--- src/rtl/core/fpfa_pkg.sv ---
`default_nettype none

package fpfa_pkg;

  // Table geometry.
  localparam int MAX_PARTITIONS = 16;
  localparam int SIZE_BITS      = 16;
  localparam int IDX_W          = $clog2(MAX_PARTITIONS);
  localparam int CNT_W          = $clog2(MAX_PARTITIONS + 1);

  // Configuration port geometry.
  localparam int CFG_IDX_W  = 1;
  localparam int CFG_DATA_W = 5;

  // Configuration register indexes.
  localparam logic [CFG_IDX_W-1:0] REG_FIT_POLICY      = 1'd0;
  localparam logic [CFG_IDX_W-1:0] REG_PARTITION_COUNT = 1'd1;

  // Fit policy codes; the unused code acts as first fit.
  localparam logic [1:0] POLICY_FIRST = 2'd0;
  localparam logic [1:0] POLICY_BEST  = 2'd1;
  localparam logic [1:0] POLICY_WORST = 2'd2;

  // Operation codes.
  localparam logic OP_LOAD    = 1'b0;
  localparam logic OP_REQUEST = 1'b1;

  // Reset value of the partition count register.
  localparam logic [4:0] COUNT_RESET = 5'd16;

  typedef struct packed {
    logic        op;
    logic [3:0]  partition_index;
    logic [15:0] item_size;
    logic        final_request;
  } in_item_t;

  typedef struct packed {
    logic       granted;
    logic [3:0] granted_index;
  } out_item_t;

  typedef enum logic [1:0] {
    ST_IDLE,
    ST_SCAN,
    ST_DONE
  } state_t;

endpackage

`default_nettype wire

--- src/rtl/core/fixed_partition_fit_allocator.sv ---
`default_nettype none

// Fixed partition allocator with first, best and worst fit. A load transaction
// writes one partition size and frees that partition in the cycle it is taken,
// and produces no result. A request transaction walks the partition table one
// entry per cycle through one shared compare unit, stopping early when first fit
// finds a free partition, and the input is stalled until the result
// transaction is taken. A request flagged final frees every partition once its
// result is taken. Sizes of partitions never loaded are unknown; scanning them
// gives an unspecified result.
module fixed_partition_fit_allocator
  import fpfa_pkg::*;
(
  input  wire logic                  clk,
  input  wire logic                  rst_n,
  input  wire logic                  in_valid,
  output logic                       in_stall,
  input  wire in_item_t              in_item,
  output logic                       out_valid,
  input  wire logic                  out_stall,
  output out_item_t                  out_item,
  input  wire logic                  cfg_we,
  input  wire logic [CFG_IDX_W-1:0]  cfg_index,
  input  wire logic [CFG_DATA_W-1:0] cfg_wdata
);

  state_t                state_r, state_nxt;
  logic [1:0]            policy_r;
  logic [4:0]            count_r;
  logic [SIZE_BITS-1:0]  size_mem [MAX_PARTITIONS];
  logic [MAX_PARTITIONS-1:0] used_r;
  logic [SIZE_BITS-1:0]  req_size_r;
  logic                  final_r;
  logic [CNT_W-1:0]      limit_r;
  logic [CNT_W-1:0]      scan_r;
  logic                  found_r;
  logic [IDX_W-1:0]      pick_r;
  logic [SIZE_BITS-1:0]  best_r;
  logic [SIZE_BITS-1:0]  cur_size_r;
  out_item_t             out_r;

  logic                  in_fire, out_fire, load_fire, req_fire;
  logic                  cur_fits, cur_better, take, scan_stop, first_fit;
  logic [CNT_W-1:0]      limit_nxt;
  logic [CNT_W-1:0]      scan_nxt;

  assign in_fire   = in_valid && !in_stall;
  assign out_fire  = out_valid && !out_stall;
  assign load_fire = in_fire && (in_item.op == OP_LOAD);
  assign req_fire  = in_fire && (in_item.op == OP_REQUEST);

  // Saturate the partition count to the table depth.
  always_comb begin
    if (count_r > CNT_W'(MAX_PARTITIONS)) begin
      limit_nxt = CNT_W'(MAX_PARTITIONS);
    end else begin
      limit_nxt = count_r[CNT_W-1:0];
    end
  end

  // Configuration registers.
  always_ff @(posedge clk) begin
    if (!rst_n) begin
      policy_r <= POLICY_FIRST;
      count_r  <= COUNT_RESET;
    end else if (cfg_we) begin
      case (cfg_index)
        REG_FIT_POLICY:      policy_r <= cfg_wdata[1:0];
        REG_PARTITION_COUNT: count_r  <= cfg_wdata[4:0];
        default: begin
        end
      endcase
    end
  end

  // Scan pointer: restarts on a request and advances until the scan stops.
  always_comb begin
    scan_nxt = scan_r;
    if (req_fire) begin
      scan_nxt = '0;
    end else if ((state_r == ST_SCAN) && !scan_stop) begin
      scan_nxt = scan_r + CNT_W'(1);
    end
  end

  // Partition size table; no reset, entries are defined by loads. The entry at
  // the next scan position is read into a register so it lines up with the
  // pointer.
  always_ff @(posedge clk) begin
    if (load_fire && (32'(in_item.partition_index) < MAX_PARTITIONS)) begin
      size_mem[in_item.partition_index[IDX_W-1:0]] <=
        in_item.item_size[SIZE_BITS-1:0];
    end
    cur_size_r <= size_mem[scan_nxt[IDX_W-1:0]];
  end

  // Shared compare unit over the entry under the scan pointer.
  assign cur_fits = (scan_r < limit_r) && !used_r[scan_r[IDX_W-1:0]] &&
                    (cur_size_r >= req_size_r);

  always_comb begin
    first_fit = 1'b0;
    case (policy_r)
      POLICY_BEST:  cur_better = cur_size_r < best_r;
      POLICY_WORST: cur_better = cur_size_r > best_r;
      default: begin
        cur_better = 1'b0;
        first_fit  = 1'b1;
      end
    endcase
  end

  assign take      = cur_fits && (!found_r || cur_better);
  assign scan_stop = (scan_r == limit_r) || (found_r && first_fit);

  // Next state.
  always_comb begin
    state_nxt = state_r;
    case (state_r)
      ST_IDLE: if (req_fire)  state_nxt = ST_SCAN;
      ST_SCAN: if (scan_stop) state_nxt = ST_DONE;
      ST_DONE: if (out_fire)  state_nxt = ST_IDLE;
      default:                state_nxt = ST_IDLE;
    endcase
  end

  // Handshake outputs.
  always_comb begin
    in_stall  = 1'b1;
    out_valid = 1'b0;
    case (state_r)
      ST_IDLE: in_stall  = 1'b0;
      ST_DONE: out_valid = 1'b1;
      default: begin
      end
    endcase
  end

  assign out_item = out_r;

  always_ff @(posedge clk) begin
    if (!rst_n) begin
      state_r <= ST_IDLE;
    end else begin
      state_r <= state_nxt;
    end
  end

  // Scan sequencer: pointer, running pick and result register.
  always_ff @(posedge clk) begin
    if (!rst_n) begin
      scan_r  <= '0;
      found_r <= 1'b0;
      pick_r  <= '0;
    end else begin
      scan_r <= scan_nxt;
      if (req_fire) begin
        found_r <= 1'b0;
        pick_r  <= '0;
      end else if ((state_r == ST_SCAN) && !scan_stop && take) begin
        found_r <= 1'b1;
        pick_r  <= scan_r[IDX_W-1:0];
      end
    end
  end

  always_ff @(posedge clk) begin
    if (req_fire) begin
      req_size_r <= in_item.item_size[SIZE_BITS-1:0];
      final_r    <= in_item.final_request;
      limit_r    <= limit_nxt;
    end
    if ((state_r == ST_SCAN) && !scan_stop && take) begin
      best_r <= cur_size_r;
    end
    if ((state_r == ST_SCAN) && scan_stop) begin
      out_r.granted       <= found_r;
      out_r.granted_index <= 4'(pick_r);
    end
  end

  // Used marks: freed by a load, set by a grant, all freed after a final result.
  always_ff @(posedge clk) begin
    if (!rst_n) begin
      used_r <= '0;
    end else if (out_fire && final_r) begin
      used_r <= '0;
    end else if ((state_r == ST_SCAN) && scan_stop && found_r) begin
      used_r[pick_r] <= 1'b1;
    end else if (load_fire && (32'(in_item.partition_index) < MAX_PARTITIONS)) begin
      used_r[in_item.partition_index[IDX_W-1:0]] <= 1'b0;
    end
  end

  // The scan pointer never passes the latched limit.
  a_scan_bound: assert property (@(posedge clk) disable iff (!rst_n)
    (state_r == ST_SCAN) |-> (scan_r <= limit_r))
    else $error("scan pointer beyond partition limit");

  // A granted partition is already marked used while its result waits.
  a_grant_marked: assert property (@(posedge clk) disable iff (!rst_n)
    (out_valid && out_item.granted) |-> used_r[out_item.granted_index[IDX_W-1:0]])
    else $error("granted partition not marked used");

  // A refused request reports index zero.
  a_refuse_index: assert property (@(posedge clk) disable iff (!rst_n)
    (out_valid && !out_item.granted) |-> (out_item.granted_index == 4'd0))
    else $error("refused request carries nonzero index");

  // Taking a final result frees every partition.
  a_final_clear: assert property (@(posedge clk) disable iff (!rst_n)
    (out_fire && final_r) |=> (used_r == '0))
    else $error("final request did not free partitions");

  // No input is taken while a result is pending.
  a_no_overlap: assert property (@(posedge clk) disable iff (!rst_n)
    out_valid |-> in_stall)
    else $error("input accepted while result pending");

endmodule

`default_nettype wire
--- config.mk ---
export PLATFORM = sky130hd
export DESIGN_NAME = fixed_partition_fit_allocator
export DESIGN_NICKNAME = d
export VERILOG_FILES = /design/src/rtl/core/fpfa_pkg.sv /design/src/rtl/core/fixed_partition_fit_allocator.sv
export SDC_FILE = /design/constraint.sdc
export NUM_CORES = 1
export LEC_CHECK = 0
export BUFFER_PORTS_ARGS = -buffer_cell sky130_fd_sc_hd__buf_2
export CAP_MARGIN = 20
export CELL_PAD_IN_SITES_DETAIL_PLACEMENT = 1
export CELL_PAD_IN_SITES_GLOBAL_PLACEMENT = 1
export CORE_UTILIZATION = 42
export CTS_CLUSTER_SIZE = 20
export DETAILED_ROUTE_END_ITERATION = 8
export PLACE_DENSITY_LB_ADDON = 0.08
export SLEW_MARGIN = 20
export SYNTH_ARGS = -nofsm -noshare
export SYNTH_HDL_FRONTEND = slang
export SYNTH_SLANG_ARGS = --single-unit
--- constraint.sdc ---
create_clock -name clk -period 8.82 [get_ports clk]
set_input_delay 0.882 -clock clk [delete_from_list [all_inputs] [get_ports clk]]
set_output_delay 0.882 -clock clk [all_outputs]
set_load 0.1 [all_outputs]
==> After elaboration in Yosys (flattened, before gate mapping) <==
Memories as Yosys holds them, arrays and structs flattened. A register that Yosys moved wholly into a read port is not among the register bits.
Index checks and enable logic that the tools add are counted.
{ "word_totals": {"regBits": 78, "ramBits": 256, "elab_cells": 89, "n_memories": 1} }
{ "classes": {"n_addsub": 1, "magnitude_cmp": 10, "eq_ne": 8, "n_mux": 20, "n_bitwise": 6, "reduce_logical": 29} }
{ "memory_table": {"columns": ["memory", "depth", "word_bits", "rd", "rd_clocked_by_memory_dff", "wr", "line_no", "rtl"], "rows": [
  ["size_mem", 16, 16, 1, 1, 1, "fixed_partition_fit_allocator.sv:30", "logic [SIZE_BITS-1:0] size_mem [MAX_PARTITIONS];"]
]} }
{ "op_table": {"columns": ["operator", "count"], "rows": [
  ["16-bit 2-to-1 mux", 2],
  ["16-bit bitwise AND", 1],
  ["16-bit greater-or-equal comparator", 1],
  ["16-bit > comparator", 1],
  ["16-bit < comparator", 1],
  ["16-bit inverter", 1],
  ["16-bit OR", 1],
  ["1-bit logical AND", 15],
  ["4-bit by 5-bit < comparator with 1-bit output, second input constant", 3],
  ["1-bit demux with 4-bit select", 2],
  ["4-bit by 1-bit greater-or-equal comparator with 1-bit output, second input constant", 2],
  ["1-bit 2-to-1 mux", 8],
  ["4-bit 2-to-1 mux", 2],
  ["2-bit 2-to-1 mux", 3],
  ["2-bit != test, second input constant", 3],
  ["2-bit one-hot mux with 3 select lines", 1],
  ["2-bit OR reduction", 3],
  ["5-bit by 1-bit adder with 5-bit output, second input constant", 1],
  ["5-bit == test", 1],
  ["5-bit > comparator, second input constant", 1],
  ["5-bit < comparator", 1],
  ["1-bit binary-select mux with 4-bit select", 1],
  ["2-bit by 1-bit == test with 1-bit output, second input constant", 2],
  ["2-bit == test, second input constant", 2],
  ["8 further kinds", 15]
]} }

==> Logic depth before layout (Yosys ltp) <==
Gate-level depths: netlist (run 1).
{ "logic_depth": {"depth_word": 9, "depth_mapped": 13, "depth_no_buf": 9} }

==> Worst setup path before layout (run 1) <==
OpenSTA, ideal clock, no wires.
{ "synth_path": {"path_type": "input to register", "from": "in in_valid", "to": "mem size_mem[0][0], enable pin", "setup_ps": 412, "arrival_time_ps": 2935, "t_required_ps": 8408, "setup_slack_ps": 5473, "path_stages": 5, "path_buffers": 1, "path_cell_list": "nand2_1 nor2_1 or3b_2 clkbuf_1 nor3_1"} }
{ "synth_via": {"elab_chain_len": 4} }
{ "synth_rtl": {"columns": ["element", "line_no", "rtl"], "rows": [
  ["start: declaration", "fixed_partition_fit_allocator.sv:16", "input wire logic in_valid,"],
  ["1-bit logical AND", "fixed_partition_fit_allocator.sv:47", "assign in_fire = in_valid && !in_stall;"],
  ["1-bit logical AND", "fixed_partition_fit_allocator.sv:49", "assign load_fire = in_fire && (in_item.op == OP_LOAD);"],
  ["1-bit 2-to-1 mux", "fixed_partition_fit_allocator.sv:90", "if (load_fire && (32'(in_item.partition_index) < MAX_PARTITIONS)) begin"],
  ["1-bit 2-to-1 mux (implied by the code)", "fixed_partition_fit_allocator.sv:91", "size_mem[in_item.partition_index[IDX_W-1:0]] <="],
  ["end: declaration", "fixed_partition_fit_allocator.sv:30", null]
]} }
No other way between the ends.

==> Worst setup path in the final report (run 1) <==
{ "layout_path": {"from": "reg scan_r[0]", "to": "reg cur_size_r[12] (read register of size_mem)"} }
{ "layout_via": {"elab_chain_len": 6, "elab_cells_between_ends": 7, "cone_classes": "add/sub (1); eq/ne (1); mux (2); reduce/logical (3)"} }
{ "layout_rtl": {"columns": ["element", "line_no", "rtl"], "rows": [
  ["start: declaration", "fixed_partition_fit_allocator.sv:35", "logic [CNT_W-1:0] scan_r;"],
  ["start signal: assignment", "fixed_partition_fit_allocator.sv:156", "scan_r <= scan_nxt;"],
  ["branches (longest 4 deep; another with 5-bit by 1-bit adder with 5-bit output)", null, null],
  ["4-bit 2-to-1 mux (*)", "fixed_partition_fit_allocator.sv:81", "end else if ((state_r == ST_SCAN) && !scan_stop) begin"],
  ["4-bit 2-to-1 mux (*)", "fixed_partition_fit_allocator.sv:79", "if (req_fire) begin"],
  ["end: declaration", "fixed_partition_fit_allocator.sv:39", "logic [SIZE_BITS-1:0] cur_size_r;"]
]} }
Every way passes the cells marked *.
A chain may end at the register's enable or synchronous reset.

==> impl_metrics.json, run 1 <==
{
  "grt_overflow": 0,
  "antenna_cells": 0,
  "place_congestion": 0.769,
  "cp-start-kind": "register",
  "yosys.area_share.adder": 0.0354,
  "vias": 8278,
  "period_share": 0.482,
  "crit_end": "cur_size_r[12]",
  "rsz0062_at_grt": "no",
  "met3_length_um": 1510,
  "routed_wl_um": 35300,
  "setup_viol": 0,
  "num_rows": 66,
  "pre_cts_ws_ns": 4.59,
  "synth_top_family_by_area": "simple AND/OR/NAND/NOR gates",
  "antenna_found_initial": 0,
  "status": "completed",
  "hp-class": "register to register",
  "io-pin-count": 40,
  "synth_async_sr_flop_share": 0,
  "fp.coreArea_um2": 32800,
  "grtUsageTotal": 0.213,
  "drive_above_1_share": 0.144,
  "worstSetupPathType": "register to register",
  "drc_errors": 0,
  "cts_buffer_depth": 3,
  "path_clk_slew_ns": 0.06,
  "met2WireLength_um": 16100,
  "setup.worst_path.start": "scan_r[0]",
  "path_max_fanout": 35,
  "grt_max_degree": 65,
  "synth_edf_count": 299,
  "tns_ns": 0,
  "cts-root-buf": "clkbuf_16",
  "syn_area_per_cell_um2": 14.4,
  "p_leak_nw": 5.54,
  "hold_buffers": 0,
  "nNetsFinal": 1107,
  "slew_headroom": 0.225,
  "worst_slack_ns": 4.57,
  "synth.area.mux_share": 0.0590,
  "layout_min_cycle_time_ns": 4.25,
  "drtIter0Drc": 658,
  "drt.antenna.violating_nets": 0,
  "cts_setup_buffers": 0,
  "grt_pass1_wl_um": 53400,
  "dieArea_um2": 34400,
  "start_util": 0.431,
  "required_ns": 9.24,
  "clock_skew_ns": 0.0173,
  "met1Wirelength_um": 17100,
  "clock_latency_ns": 0.54,
  "portBuffers": 39,
  "drv_cap": 0,
  "syn_inst": 980,
  "synth_cell_types": 51,
  "cp-end-kind": "register",
  "reg2reg_from": "scan_r[0]",
  "cp_data_arrival_time_ns": 4.68,
  "peakVddDrop_v": 0.000159,
  "cts_buffers": 40,
  "via_per_inst": 5.49,
  "synth-simple-area-share": 0.100,
  "final_max_slew_viol_count": 0,
  "synthesis.area_um2": 14100,
  "ys_warn_count": 0,
  "rrSetupSlack_ns": 4.57,
  "synth_nets": 1053,
  "ys.flop_type": "edfxtp_1",
  "top_layer": "met4",
  "area_growth_syn_to_layout_pct": 14.9,
  "ctsResizeCount": 0,
  "die_y_um": 185,
  "worstReg2RegEnd": "cur_size_r[12]",
  "hpwl_um": 22700,
  "grt_pass1_vias": 8416,
  "clock-sinks": 350,
  "power_density_nw_per_um2": 232,
  "worst_slew_pin_slew_ns": 1.16,
  "cts_htree_levels": 2,
  "synthXorXnorAreaFrac": 0.00124,
  "synth-seq-cells": 350,
  "die_w_um": 185,
  "wire_per_inst_um": 23.4,
  "ys_seq_area_frac": 0.708,
  "first_pass_iters": 5,
  "reg2regPathDepth": 9,
  "cts_tree": "built",
  "max_freq_mhz": 235,
  "fill_cells": 3201,
  "synth_compound_area_frac": 0.0717,
  "finalHoldViolations": 0
}
area by class of cell:
cell class / instances / area (um^2) / area share
clock buffers: 47 / 1080 / 0.0664
clock inverters: 26 / 275 / 0.0170
repair buffers: 52 / 297 / 0.0183
inverters: 44 / 165 / 0.0102
multi-input cells: 546 / 3870 / 0.238
well taps: 442 / 553 / 0.0341
flip-flops and latches: 350 / 10000 / 0.616
worst min path at each step:
stage | start | endpoint | slack (ns) | cells past startpoint
floorplan | cur_size_r[0] | best_r[0] | 0.41 | 0
global route | count_r[3] | count_r[3] | 0.49 | 2
detailed placement | count_r[3] | count_r[3] | 0.46 | 2
CTS | count_r[3] | count_r[3] | 0.47 | 2
global placement | count_r[3] | count_r[3] | 0.45 | 2
finish | count_r[3] | count_r[3] | 0.46 | 2
per-layer routing:
| layer | global-route usage | vias to the layer above |
|---|---|---|
| li1 | - | 3835 |
| met1 | 0.318 | 4243 |
| met2 | 0.324 | 160 |
| met3 | 0.0313 | 40 |
| met4 | 0.0545 | 0 |
| met5 | 0 | - |
report_power, final:
| group | switching (W) | internal (W) | leakage (nW) | total, W |
|---|---|---|---|---|
| registers | 0.0000273 | 0.00183 | 3.12 | 0.00186 |
| clock network | 0.000673 | 0.00103 | 0.666 | 0.00170 |
| logic | 0.000139 | 0.0000679 | 1.75 | 0.000207 |
placed cells by master, fill, tap and decap left out, types with 7 or more instances in the layout:
| cell | netlist | layout |
|---|---|---|
| edfxtp_1 | 299 | 299 |
| a21boi_0 | 7 | 7 |
| a32oi_1 | 64 | 64 |
| ha_1 | 40 | 40 |
| o21ai_0 | 20 | 20 |
| nor2b_1 | 9 | 9 |
| nand2_1 | 168 | 167 |
| nand3_1 | 15 | 15 |
| nand2b_1 | 9 | 9 |
| a21oi_1 | 32 | 31 |
| mux2i_1 | 72 | 72 |
| nand4_1 | 8 | 8 |
| buf_4 | 2 | 12 |
| clkinv_2 | 0 | 10 |
| dfxtp_1 | 51 | 51 |
| clkbuf_16 | 0 | 41 |
| nor2_2 | 0 | 7 |
| inv_1 | 44 | 44 |
| and4_1 | 16 | 16 |
| buf_2 | 17 | 39 |
| nor2_1 | 25 | 15 |
critical path: stages, from the launching register on:
cell and delay [ns]:
dfxtp_1 0.57, inv_1 0.16, ha_1 0.30, and4_4 0.21, a211oi_4 0.47, xnor2_1 0.25
nand2_2 0.60, nor3b_4 1.04, a32oi_1 0.25, and4_1 0.28
state kept, by name, indices dropped and copies added (netlist names):
signal      flops
best_r         16
count_r         5
cur_size_r     16
final_r         1
found_r         1
limit_r         5
out_item        5
pick_r          4
policy_r        2
req_size_r     16
scan_r          5
size_mem      256
state_r         2
used_r         16
synthesized netlist by cell type, types with 4 or more instances:
master / instances / area (um^2)
nor2_1: 25 / 93.8
nor2b_1: 9 / 56.3
nand2b_1: 9 / 56.3
mux2i_1: 72 / 721
a32oi_1: 64 / 561
o21ai_0: 20 / 100
mux4_2: 4 / 90.1
and4_1: 16 / 140
nand3_1: 15 / 75.1
buf_2: 17 / 85.1
inv_1: 44 / 165
a21oi_1: 32 / 160
nor3_1: 6 / 30.0
ha_1: 40 / 500
dfxtp_1: 51 / 1020
and3_1: 4 / 25.0
a21boi_0: 7 / 52.6
nand4_1: 8 / 50.1
edfxtp_1: 299 / 8980
and2_1: 6 / 37.5
nand3b_1: 4 / 30.0
nand2_1: 168 / 631
clkbuf_1: 17 / 63.8
kinds of logic after synthesis:
logic type	Yosys count
fa+ha+maj	40
flops	350
mux	77
buf+inv	84
xor+xnor	2
simple gates	288
compound gates	139
through the flow:
stage	power (W)	hold slack [ns]	utilization	cell area, um^2	instances
6_report	0.00376	0.464	0.495	16200	1507
4_1_cts	0.00380	0.468	0.495	16200	1506
3_5_place_dp	0.00210	0.458	0.453	14900	1433
3_3_place_gp	0.00209	0.451	0.453	14800	1433
2_1_floorplan	0.00201	0.408	-	14100	980
5_1_grt	0.00388	0.489	0.495	16200	1507
Note: power is estimated with default switching activity, not from simulation.
==> run 2, diff against run 1 <==
Settings changed: ABC_AREA set to 1.
Clock period 8.82 ns to 3.53 ns, I/O delays scaled along.
==> impl_metrics.json, run 2 <==
{
  "worstSetupPathType": "register to register",
  "regArea_um2": 10000,
  "grt_max_degree": 108,
  "yosysTopAreaCellShare": 0.575,
  "dieArea_um2": 38000,
  "drv_cap": 0,
  "area_growth_syn_to_layout_pct": 13.4,
  "die_w_um": 195,
  "fill_cells": 4017,
  "yosys.area_share.adder": 0.0321,
  "routed_wl_um": 44800,
  "drtIter0Drc": 695,
  "max_freq_mhz": 333,
  "status": "completed",
  "final_area_um2": 17700,
  "worst_slew_pin_slew_ns": 0.758,
  "tns_ns": 0,
  "hp-class": "primary input to register",
  "ctsResizeCount": 0,
  "syn_inst": 1505,
  "clock-sinks": 350,
  "synth_async_sr_flop_share": 0,
  "grt_overflow": 0,
  "largest_register_ffs": 256,
  "ys_seq_area_frac": 0.640,
  "drc_errors": 0,
  "cts_buffer_depth": 3,
  "cp-end-kind": "register",
  "path_clk_slew_ns": 0.06,
  "synth_cell_types": 33,
  "fp.coreArea_um2": 36600,
  "synthesis.area_um2": 15600,
  "layout_min_cycle_time_ns": 3.00,
  "syn_area_per_cell_um2": 10.4,
  "portBuffers": 39,
  "clock_latency_ns": 0.55,
  "grtUsageTotal": 0.241,
  "synth_nets": 1578,
  "drive_above_1_share": 0.106,
  "antenna_cells": 0,
  "synth.area.mux_share": 0,
  "io-pin-count": 40,
  "vias": 11100,
  "hpwl_um": 26300,
  "hp-start": "cfg_wdata[4]",
  "slowest_delay_ns": 0.59,
  "synth-simple-area-share": 0.186,
  "place_congestion": 0.793,
  "required_ns": 3.70,
  "synth_compound_area_frac": 0.0486,
  "num_rows": 70,
  "via_per_inst": 5.39,
  "cp-start-kind": "register",
  "reg2reg_from": "scan_r[0]",
  "worstReg2RegEnd": "best_r[0]",
  "cts_buffers": 40,
  "antenna_found_initial": 3,
  "synth_top_cell_by_area": "edfxtp_1",
  "worst_hold_slack_ns": 0.0498,
  "slew_headroom": 0.494,
  "die_y_um": 195,
  "finalHoldViolations": 0,
  "power_density_nw_per_um2": 545,
  "start_util": 0.427,
  "layout_common_cells": "299 x edfxtp_1, 285 x inv_1, 247 x nand2_1",
  "multiInputGateArea_um2": 4230,
  "peakVddDrop_v": 0.000413,
  "cts_htree_levels": 2,
  "rsz0062_at_grt": "no",
  "period_share": 0.850,
  "grt_pass1_vias": 11400,
  "cp_slowest_cell": "dfxtp_1",
  "synth_edf_count": 299,
  "first_pass_iters": 5,
  "crit_chain": "inv_2 -> ha_1 -> nand2_2 -> nand3_4 -> nor2_1 -> nand3_1 -> nor2_1 -> nand2_1 -> inv_2 -> nand2_1 -> inv_1",
  "yosys-top-cells-area": "edfxtp_1 57%, inv_1 6.9%, nand3_1 6.6%",
  "cts-root-buf": "clkbuf_16",
  "whs_path_depth": 3,
  "ys_top_cells_by_count": "299 x edfxtp_1, 285 x inv_1, 248 x nand2_1, 205 x nand3_1, 82 x nand4_1",
  "synthXorXnorAreaFrac": 0.00104,
  "rrSetupSlack_ns": 0.53,
  "cts_tree": "built",
  "nNetsFinal": 1622,
  "synth_top_family_by_area": "simple AND/OR/NAND/NOR gates",
  "clock_skew_ns": 0.0154,
  "min_to": "count_r[4]",
  "final_max_slew_viol_count": 0,
  "dpl_cell_area_um2": 16400,
  "wire_per_inst_um": 21.8,
  "ys_warn_count": 0,
  "grt_pass1_wl_um": 68000,
  "layout_commonest_cell": "edfxtp_1",
  "ys.flop_type": "edfxtp_1",
  "path_max_fanout": 16,
  "cp_data_arrival_time_ns": 3.17,
  "p_leak_nw": 7.37,
  "reg2regPathDepth": 11,
  "synth-seq-cells": 350,
  "drt.antenna.violating_nets": 0,
  "setup_viol": 0,
  "post-synth-top-count-cell": "edfxtp_1"
}
run 2: cell count changes after synthesis, moves of 64 or more:
| cell | previous run | this run |
|---|---|---|
| inv_1 | 44 | 285 |
| nand3_1 | 15 | 205 |
| nand4_1 | 8 | 82 |
| mux2i_1 | 72 | 0 |
| nand2_1 | 168 | 248 |
| a32oi_1 | 64 | 0 |
run 2: kinds of logic (layout without fill, tap and decap cells):
family,Yosys count,after routing
xor gates and xnor gates,1,1
AOI/OAI and AO/OA,139,139
DFF,350,350
adders and majority gates,40,40
and+or+nand+nor,615,615
buffers and inverters,360,436
run 2: what timing repair did:
item / in CTS / in global routing
hold endpoints to repair: 1 / 0
setup buffers: 0 / 0
endpoints found under the setup margin: 0 / 0
hold buffers: 1 / 0
run 2: worst max-delay path by stage:
stage,from,endpoint,cells after the start
finish,scan_r[0],best_r[0],11
global route,scan_r[0],best_r[0],11
CTS,scan_r[0],best_r[0],11
detailed placement,scan_r[0],best_r[0],11
global placement,scan_r[0],best_r[6],11
floorplan,state_r[1],used_r[0],5
run 2: per-stage QoR:
step / worst slack (ns) / total power, W / util / std cells
floorplan: 0.914 / 0.00536 / - / 1505
global placement: 0.600 / 0.00571 / 0.449 / 1974
detailed placement: 0.521 / 0.00573 / 0.449 / 1974
CTS: 0.506 / 0.00975 / 0.484 / 2049
global route: 0.305 / 0.0100 / 0.484 / 2049
finish: 0.529 / 0.00965 / 0.484 / 2049
run 2: cell type report:
| cell class | count | share of cell area |
|---|---|---|
| Inverter | 291 | 0.0617 |
| Sequential cell | 350 | 0.565 |
| Multi-Input combinational cell | 795 | 0.239 |
| Tap cell | 468 | 0.0331 |
| Timing Repair Buffer | 71 | 0.0304 |
| Clock inverter | 11 | 0.00664 |
| Clock buffer | 63 | 0.0649 |
run 2: worst max-delay path, delay by kind of cell (launching register included):
kind          cells  cell delay (ns)
flops             1             0.59
fa+ha+maj         1             0.32
simple gates      7             0.78
buf+inv           3             0.91
run 2: power by group:
part           switching [W]  total, W  internal, W
Combinational       0.000700  0.000987     0.000287
Sequential         0.0000580   0.00464      0.00459
Clock                0.00168   0.00401      0.00234
Total                0.00244   0.00965      0.00721
run 2: per-layer routing:
| metal | wire length [um] | track usage |
|---|---|---|
| met2 | 21500 | 0.407 |
| met5 | 9 | 0 |
| met3 | 1880 | 0.0366 |
| met4 | 895 | 0.0665 |
| met1 | 20500 | 0.324 |
